===== src/rtl/core/gpr_pkg.sv =====
// Shared types, register codes and the sequencer program for the gradient palette ramp.
package gpr_pkg;

	localparam int unsigned PC_W = 4;
	localparam int unsigned N_STOP_REGS = 6;

	localparam logic [2:0] REG_STOP_COUNT = 3'd0;
	localparam logic [2:0] REG_ROTATE     = 3'd1;
	localparam logic [2:0] REG_STOP_FIRST = 3'd2;
	localparam logic [2:0] REG_STOP_LAST  = 3'd7;

	localparam logic [PC_W-1:0] STEP_WAIT = 4'd0;
	localparam logic [PC_W-1:0] STEP_LOAD = 4'd5;
	localparam logic [PC_W-1:0] STEP_EMIT = 4'd11;

	typedef enum logic [2:0] {
		OP_WAIT,
		OP_SEARCH,
		OP_LOAD,
		OP_MUL,
		OP_DIV,
		OP_EMIT
	} op_t;

	typedef enum logic [1:0] {
		HOLD_NONE,
		HOLD_NO_REQ,
		HOLD_OUT_BUSY
	} hold_t;

	typedef enum logic [1:0] {
		BR_NEVER,
		BR_ALWAYS,
		BR_SEARCH_END
	} br_t;

	typedef struct packed {
		op_t             op;
		hold_t           hold;
		br_t             br;
		logic [PC_W-1:0] target;
	} ctl_t;

	function automatic ctl_t ucode(input logic [PC_W-1:0] pc);
		ctl_t w;
		w = '{op: OP_WAIT, hold: HOLD_NO_REQ, br: BR_NEVER, target: STEP_WAIT};
		case (pc)
			4'd0: w = '{op: OP_WAIT,   hold: HOLD_NO_REQ,   br: BR_NEVER,      target: STEP_WAIT};
			4'd1, 4'd2, 4'd3, 4'd4:
				w = '{op: OP_SEARCH, hold: HOLD_NONE, br: BR_SEARCH_END, target: STEP_LOAD};
			4'd5: w = '{op: OP_LOAD,   hold: HOLD_NONE,     br: BR_NEVER,      target: STEP_WAIT};
			4'd6: w = '{op: OP_MUL,    hold: HOLD_NONE,     br: BR_NEVER,      target: STEP_WAIT};
			4'd7, 4'd8, 4'd9, 4'd10:
				w = '{op: OP_DIV, hold: HOLD_NONE, br: BR_NEVER, target: STEP_WAIT};
			4'd11: w = '{op: OP_EMIT,  hold: HOLD_OUT_BUSY, br: BR_ALWAYS,     target: STEP_WAIT};
			default: w = '{op: OP_WAIT, hold: HOLD_NONE,    br: BR_ALWAYS,     target: STEP_WAIT};
		endcase
		return w;
	endfunction

endpackage


===== src/rtl/core/gradient_palette_ramp_top.sv =====
// Gradient palette ramp: microcoded stop search, interpolation and slot wrap.
// Steps: wait for a request, stop search (one stop per step), load, multiply, divide, emit.
// The three-lane divider retires two quotient bits per step. A new request is taken only after
//   the last result is emitted, and emit holds while the output is stalled.
// Reset: arst_n clears the sequencer and output valid and loads register defaults
//   (stop_count 2, rotate 0, stop_1 all ones, other stops zero).
module gradient_palette_ramp_top #(
	parameter int unsigned BANK_ENTRIES = 256,
	parameter int unsigned MAX_STOPS = 6
) (
	input  logic        clk,
	input  logic        arst_n,
	input  logic        psel,
	input  logic        penable,
	input  logic        pwrite,
	input  logic [4:0]  paddr,
	input  logic [31:0] pwdata,
	output logic [31:0] prdata,
	output logic        pready,
	input  logic        in_valid,
	output logic        in_stall,
	input  logic [7:0]  ramp_index,
	output logic        out_valid,
	input  logic        out_stall,
	output logic [7:0]  palette_slot,
	output logic [7:0]  red,
	output logic [7:0]  green,
	output logic [7:0]  blue
);
	import gpr_pkg::*;

	localparam logic [16:0] BANK_W = 17'(BANK_ENTRIES);
	localparam logic [2:0]  MAX_CNT = 3'(MAX_STOPS);

	logic [2:0]  stop_count_q;
	logic [7:0]  rotate_q;
	logic [31:0] stop_q [N_STOP_REGS];

	logic [PC_W-1:0] pc_q, pc_next;
	logic [2:0]  seg_q;
	logic        out_valid_q;
	logic [7:0]  idx_q;
	logic [8:0]  slot_q;
	logic [31:0] a_q, b_q;
	logic [7:0]  span_q, t_q;
	logic [1:0]  dk_q;
	logic [15:0] rem_q [3];
	logic [7:0]  quo_q [3];
	logic        neg_q [3];
	logic [7:0]  slot_out_q, red_q, green_q, blue_q;

	ctl_t        ctl;
	logic        hold, go, br_taken, wr;
	logic [2:0]  ridx, cnt, cnt_m2, nidx;
	logic [31:0] stop_sel;
	logic [7:0]  pa, pb, span_n, t_n;
	logic [2:0]  b1, b0;
	logic [15:0] rem_n [3];
	logic [1:0]  qb_n [3];
	logic [15:0] prod_n [3];
	logic        neg_n [3];
	logic [7:0]  val_n [3];
	logic [8:0]  slot_n;
	logic [16:0] sd1, sd0, s1_tmp;
	logic [15:0] d1, d0, r1_tmp;
	logic [8:0]  diff;
	logic [7:0]  mag, lo, hi;

	assign pready = 1'b1;
	assign wr = psel && penable && pwrite;
	assign ridx = paddr[4:2];

	always_comb begin
		unique case (ridx) inside
			REG_STOP_COUNT: prdata = {29'b0, stop_count_q};
			REG_ROTATE: prdata = {24'b0, rotate_q};
			[REG_STOP_FIRST:REG_STOP_LAST]: prdata = stop_q[ridx - REG_STOP_FIRST];
			default: prdata = '0;
		endcase
	end

	// stop count clamped to 2..MAX_STOPS
	always_comb begin
		if (stop_count_q < 3'd2)
			cnt = 3'd2;
		else if (stop_count_q > MAX_CNT)
			cnt = MAX_CNT;
		else
			cnt = stop_count_q;
		cnt_m2 = cnt - 3'd2;
	end

	assign ctl = ucode(pc_q);
	assign hold = (ctl.hold == HOLD_NO_REQ && !in_valid) ||
		(ctl.hold == HOLD_OUT_BUSY && out_valid_q && out_stall);
	assign go = (seg_q < cnt_m2) && (idx_q >= b_q[31:24]);
	assign br_taken = (ctl.br == BR_ALWAYS) || (ctl.br == BR_SEARCH_END && !go);
	assign pc_next = hold ? pc_q : (br_taken ? ctl.target : pc_q + 4'd1);
	assign in_stall = (ctl.op != OP_WAIT);

	assign nidx = seg_q + 3'd2;
	always_comb begin
		stop_sel = '0;
		if (nidx < 3'(N_STOP_REGS))
			stop_sel = stop_q[nidx];
	end

	assign pa = a_q[31:24];
	assign pb = b_q[31:24];
	always_comb begin
		span_n = (pb > pa) ? pb - pa : 8'd1;
		if (idx_q < pa)
			t_n = 8'd0;
		else if (idx_q > pb)
			t_n = span_n;
		else
			t_n = idx_q - pa;
	end

	assign b1 = {dk_q, 1'b1};
	assign b0 = {dk_q, 1'b0};
	assign d1 = 16'({8'b0, span_q} << b1);
	assign d0 = 16'({8'b0, span_q} << b0);

	always_comb begin
		for (int l = 0; l < 3; l++) begin
			lo = a_q[23 - 8*l -: 8];
			hi = b_q[23 - 8*l -: 8];
			diff = {1'b0, hi} - {1'b0, lo};
			mag = diff[8] ? 8'(-diff) : diff[7:0];
			neg_n[l] = diff[8];
			prod_n[l] = 16'(mag) * 16'(t_q);
			qb_n[l][1] = rem_q[l] >= d1;
			r1_tmp = qb_n[l][1] ? rem_q[l] - d1 : rem_q[l];
			qb_n[l][0] = r1_tmp >= d0;
			rem_n[l] = qb_n[l][0] ? r1_tmp - d0 : r1_tmp;
			val_n[l] = neg_q[l] ? lo - quo_q[l] : lo + quo_q[l];
		end
	end

	// slot reduced by BANK_ENTRIES shifted, two shifts per divide step
	always_comb begin
		sd1 = BANK_W << b1;
		sd0 = BANK_W << b0;
		s1_tmp = ({8'b0, slot_q} >= sd1) ? {8'b0, slot_q} - sd1 : {8'b0, slot_q};
		slot_n = (s1_tmp >= sd0) ? 9'(s1_tmp - sd0) : s1_tmp[8:0];
	end

	always_ff @(posedge clk or negedge arst_n) begin
		if (!arst_n) begin
			pc_q <= STEP_WAIT;
			seg_q <= '0;
			out_valid_q <= 1'b0;
			stop_count_q <= 3'd2;
			rotate_q <= '0;
			for (int k = 0; k < N_STOP_REGS; k++)
				stop_q[k] <= (k == 1) ? 32'hFFFF_FFFF : 32'h0;
		end else begin
			pc_q <= pc_next;
			if (wr) begin
				unique case (ridx) inside
					REG_STOP_COUNT: stop_count_q <= pwdata[2:0];
					REG_ROTATE: rotate_q <= pwdata[7:0];
					[REG_STOP_FIRST:REG_STOP_LAST]: stop_q[ridx - REG_STOP_FIRST] <= pwdata;
					default: ;
				endcase
			end
			if (!hold && ctl.op == OP_EMIT)
				out_valid_q <= 1'b1;
			else if (out_valid_q && !out_stall)
				out_valid_q <= 1'b0;
			if (!hold) begin
				case (ctl.op)
					OP_WAIT: seg_q <= '0;
					OP_SEARCH: if (go) seg_q <= seg_q + 3'd1;
					default: ;
				endcase
			end
		end
	end

	always_ff @(posedge clk) begin
		if (!hold) begin
			case (ctl.op)
				OP_WAIT: begin
					idx_q <= ramp_index;
					slot_q <= {1'b0, ramp_index} + {1'b0, rotate_q};
					a_q <= stop_q[0];
					b_q <= stop_q[1];
				end
				OP_SEARCH: begin
					if (go) begin
						a_q <= b_q;
						b_q <= stop_sel;
					end
				end
				OP_LOAD: begin
					span_q <= span_n;
					t_q <= t_n;
				end
				OP_MUL: begin
					dk_q <= 2'd3;
					for (int l = 0; l < 3; l++) begin
						rem_q[l] <= prod_n[l];
						neg_q[l] <= neg_n[l];
						quo_q[l] <= '0;
					end
				end
				OP_DIV: begin
					dk_q <= dk_q - 2'd1;
					slot_q <= slot_n;
					for (int l = 0; l < 3; l++) begin
						rem_q[l] <= rem_n[l];
						quo_q[l] <= {quo_q[l][5:0], qb_n[l]};
					end
				end
				OP_EMIT: begin
					slot_out_q <= slot_q[7:0];
					red_q <= val_n[0];
					green_q <= val_n[1];
					blue_q <= val_n[2];
				end
				default: ;
			endcase
		end
	end

	assign out_valid = out_valid_q;
	assign palette_slot = slot_out_q;
	assign red = red_q;
	assign green = green_q;
	assign blue = blue_q;

	a_accept_starts_search: assert property (@(posedge clk) disable iff (!arst_n)
		in_valid && !in_stall |=> pc_q == 4'd1)
		else $error("accepted request did not start the stop search");

	a_pc_in_program: assert property (@(posedge clk) disable iff (!arst_n)
		pc_q <= STEP_EMIT)
		else $error("sequencer left its program");

	a_seg_bound: assert property (@(posedge clk) disable iff (!arst_n)
		seg_q <= 3'(MAX_STOPS - 2))
		else $error("segment beyond last stop pair");

	a_div_range: assert property (@(posedge clk) disable iff (!arst_n)
		ctl.op == OP_DIV |-> span_q != 8'd0 && rem_q[0] < {span_q, 8'b0} &&
		rem_q[1] < {span_q, 8'b0} && rem_q[2] < {span_q, 8'b0})
		else $error("divider operand out of range");

	a_emit_only_when_free: assert property (@(posedge clk) disable iff (!arst_n)
		ctl.op == OP_EMIT && out_valid_q && out_stall |=> pc_q == STEP_EMIT)
		else $error("result emitted over a stalled result");

endmodule


===== config.mk =====
export PLATFORM = sky130hd
export DESIGN_NAME = gradient_palette_ramp_top
export DESIGN_NICKNAME = d
export VERILOG_FILES = /design/src/rtl/core/gpr_pkg.sv /design/src/rtl/core/gradient_palette_ramp_top.sv
export SDC_FILE = /design/constraint.sdc
export NUM_CORES = 2
export LEC_CHECK = 0
export ABC_AREA = 1
export ABC_CLOCK_PERIOD_IN_PS = 14700
export BUFFER_PORTS_ARGS = -buffer_cell sky130_fd_sc_hd__buf_2
export CAP_MARGIN = 20
export CORE_MARGIN = 2
export CORE_UTILIZATION = 45
export CTS_CLUSTER_SIZE = 28
export DETAILED_ROUTE_END_ITERATION = 8
export GPL_TIMING_DRIVEN = 0
export PLACE_DENSITY = 0.65
export SYNTH_ARGS = -nofsm -noshare
export SYNTH_HDL_FRONTEND = slang
export SYNTH_SLANG_ARGS = --single-unit

===== constraint.sdc =====
create_clock -name clk -period 14.7 [get_ports clk]
set_input_delay 2.94 -clock clk [delete_from_list [all_inputs] [get_ports clk]]
set_output_delay 2.94 -clock clk [all_outputs]
set_load 0.1 [all_outputs]

==> results.py <==
metrics = {
    "critical_path": {
        "critPathLaunch": "paddr[3]",
        "cp-end-kind": "output pin",
        "cp.arrival_ns": 7.31,
        "crit_type": "in -> out",
        "critPathLaunchType": "primary input",
        "cp_num_buf_inv": 7,
        "cpMaxStageDelayCell": "nor2_1",
        "worstPathMaxFanout": 11,
        "cp_cell_sequence": "buf_2, inv_1, clkbuf_1, clkbuf_1, ha_1, buf_2, nor2_1, clkbuf_1, nand2_1, o21ai_0, a22o_1, buf_2",
        "crit_required_ns": 11.76,
        "cpPeakStageDelay_ns": 0.63,
        "cp_top_family": "buffers and inverters",
        "timing.rr.start": "a_q[16]$_DFFE_PP_",
    },
    "timing": {
        "skew_ns": 0.0503,
        "timing.fmax_mhz": 97.5,
        "rsz0062_at_grt": "no",
        "slew_headroom": 0.367,
        "period_needed_ns": 10.25,
        "fin_crit_sh": 0.698,
        "setup_ws_ns": 4.45,
        "maxSlewViolCount": 0,
        "fin_tns_setup_ns": 0,
        "hold_viol": 0,
        "worst_slew_pin_slew_ns": 0.947,
        "setup-violations-final": 0,
    },
    "global_routing": {
        "grt_overflow_total": 0,
        "grt_pass1_wl_um": 165000,
        "grt_max_degree": 112,
        "grt.total_usage": 0.265,
        "first_global_vias": 30000,
        "antenna_found_initial": 1,
    },
    "layout": {
        "final_cell_mix": "nand2_1, inv_1, o21ai_0",
        "syn2layout_area_growth_pct": 10.8,
        "fin_util": 0.505,
        "drive_gt1_frac": 0.0790,
        "stdcell_count": 5801,
        "layout.nets": 5193,
        "mostFrequentLayoutCell": "nand2_1",
    },
    "logic_synthesis": {
        "synth_xor_area_frac": 0.0377,
        "synth_adder_area_share": 0.175,
        "synthArstFlopShare": 0.507,
        "synth_seq_cells": 416,
        "synth_top_family_by_area": "simple AND/OR/NAND/NOR gates",
        "synthMuxAreaShare": 0,
        "synthDistinctLibCells": 62,
        "syn_nets": 5015,
        "synthFlopType": "edfxtp_1",
        "synthCells": 4550,
        "synthSimpleGateAreaFrac": 0.213,
        "synth_edf_count": 205,
        "ys_seq_area_frac": 0.330,
        "postSynthAreaPerCell_um2": 7.64,
        "syn_area_um2": 34700,
        "ys_warn_count": 0,
        "synth_compound_area_frac": 0.156,
    },
    "run": {
        "cap_violations": 0,
    },
    "clocking": {
        "cts_buffers": 51,
        "htree_levels": 2,
        "clk_path_buf_depth": 3,
        "clk_latency_ns": 0.64,
        "cts_hold_buffers": 0,
        "cts_tree": "yes",
        "path_clk_slew_ns": 0.06,
        "cts_sinks": 416,
        "cts_setup_buffers": 0,
        "cts_root_buffer": "clkbuf_16",
        "ctsResizeCount": 0,
    },
    "placement": {
        "place_congestion": 0.957,
        "detailedPlace.worstSlack_ns": 4.70,
        "portBuffers": 114,
        "dpl.hpwl_um": 81700,
        "dp_cells": 5705,
    },
    "drt": {
        "first_pass_iters": 5,
        "routed_via_density": 5.36,
        "postRouteAntennaNets": 0,
        "vias": 31100,
        "drc_errors": 0,
        "initialDrtViolationCount": 2542,
        "wl_per_cell_um": 18.1,
        "drt_wl_total_um": 105000,
    },
    "floorplanning": {
        "initial_core_util": 0.456,
        "core_area_um2": 76200,
        "die-area_um2": 79400,
        "die_w_um": 282,
        "rows": 101,
        "chipHeight_um": 282,
        "ios": 119,
    },
    "hold_path": {
        "holdCritStartpoint": "slot_q[2]$_DFFE_PP_",
        "hold_class": "reg -> reg",
    },
    "outcome": {
        "status": "completed",
    },
}
cell usage after synthesis, types with 14 or more instances:
cell / number / area [um^2]
clkbuf_1: 133 / 499
buf_2: 17 / 85.1
nand2_1: 988 / 3710
a21oi_1: 285 / 1430
o21ai_0: 592 / 2960
a31oi_1: 17 / 106
inv_1: 610 / 2290
xor2_1: 87 / 762
o21bai_1: 14 / 105
nand2_2: 16 / 100
nand3_1: 239 / 1200
o211ai_1: 33 / 248
xnor2_1: 59 / 517
nand4_1: 39 / 244
or2_2: 31 / 194
dfrtp_1: 178 / 4450
dfstp_2: 33 / 867
nor2_1: 395 / 1480
edfxtp_1: 205 / 6160
nor3_1: 26 / 130
fa_1: 120 / 2400
ha_1: 293 / 3670
nand3b_1: 14 / 105
path summary, 6_finish.rpt:
kind | end | slack (ns) | cells past startpoint
setup / recovery | prdata[7] | 4.45 | 12
hold / removal | palette_slot[2]$_DFFE_PP_ | 0.43 | 0
setup reg to reg | rem_q[0][13]$_DFFE_PP_ | 7.71 | 30
hold reg to reg | palette_slot[2]$_DFFE_PP_ | 0.43 | 0
max in group asynchronous | pc_q[3]$_DFFE_PN0N_ | 11.28 | 2
min in group asynchronous | stop_q[84]$_DFFE_PN0P_ | 2.35 | 1
per-layer routing:
layer	routed length (um)	vias up	global-route usage
met5	0	-	0
met4	3600	0	0.0876
met3	6370	204	0.0357
met2	48600	1007	0.442
met1	46200	14500	0.354
li1	-	15400	-
registers in the layout (all words and copies together), names as in the netlist, 2 cells and up:
signal        count
a_q              32
b_q              32
blue              8
dk_q              2
green             8
idx_q             8
neg_q             3
palette_slot      8
pc_q              4
quo_q            24
red               8
rem_q            48
rotate_q          8
seg_q             3
slot_q            8
span_q            8
stop_count_q      3
stop_q          192
t_q               8
final cells by class:
type | instances | area [um^2]
antenna | 1 | 2.50
buffer | 170 | 717
clock buffer | 67 | 1430
clock inverter | 28 | 262
fill | 7539 | 37700
inverter | 623 | 2340
multi-input combinational | 3341 | 20200
sequential | 416 | 11500
tap | 1030 | 1290
timing repair buffer | 125 | 732
cell families after synthesis:
logic type / after synthesis
other: 1
DFF: 416
and+or+nand+nor: 1771
adders and majority gates: 413
AOI/OAI and AO/OA: 1008
buffers and inverters: 793
xor gates and xnor gates: 148
metrics by stage:
step,hold WS (ns),cell area [um^2]
after floorplan,0.400,34700
after global placement,0.403,36600
after detailed placement,0.416,36800
after CTS,0.434,38500
after global routing,0.437,38500
final,0.433,38500
Power is not shown: default switching activity piles up to over one toggle a cycle in this logic, so the estimate is an artifact.
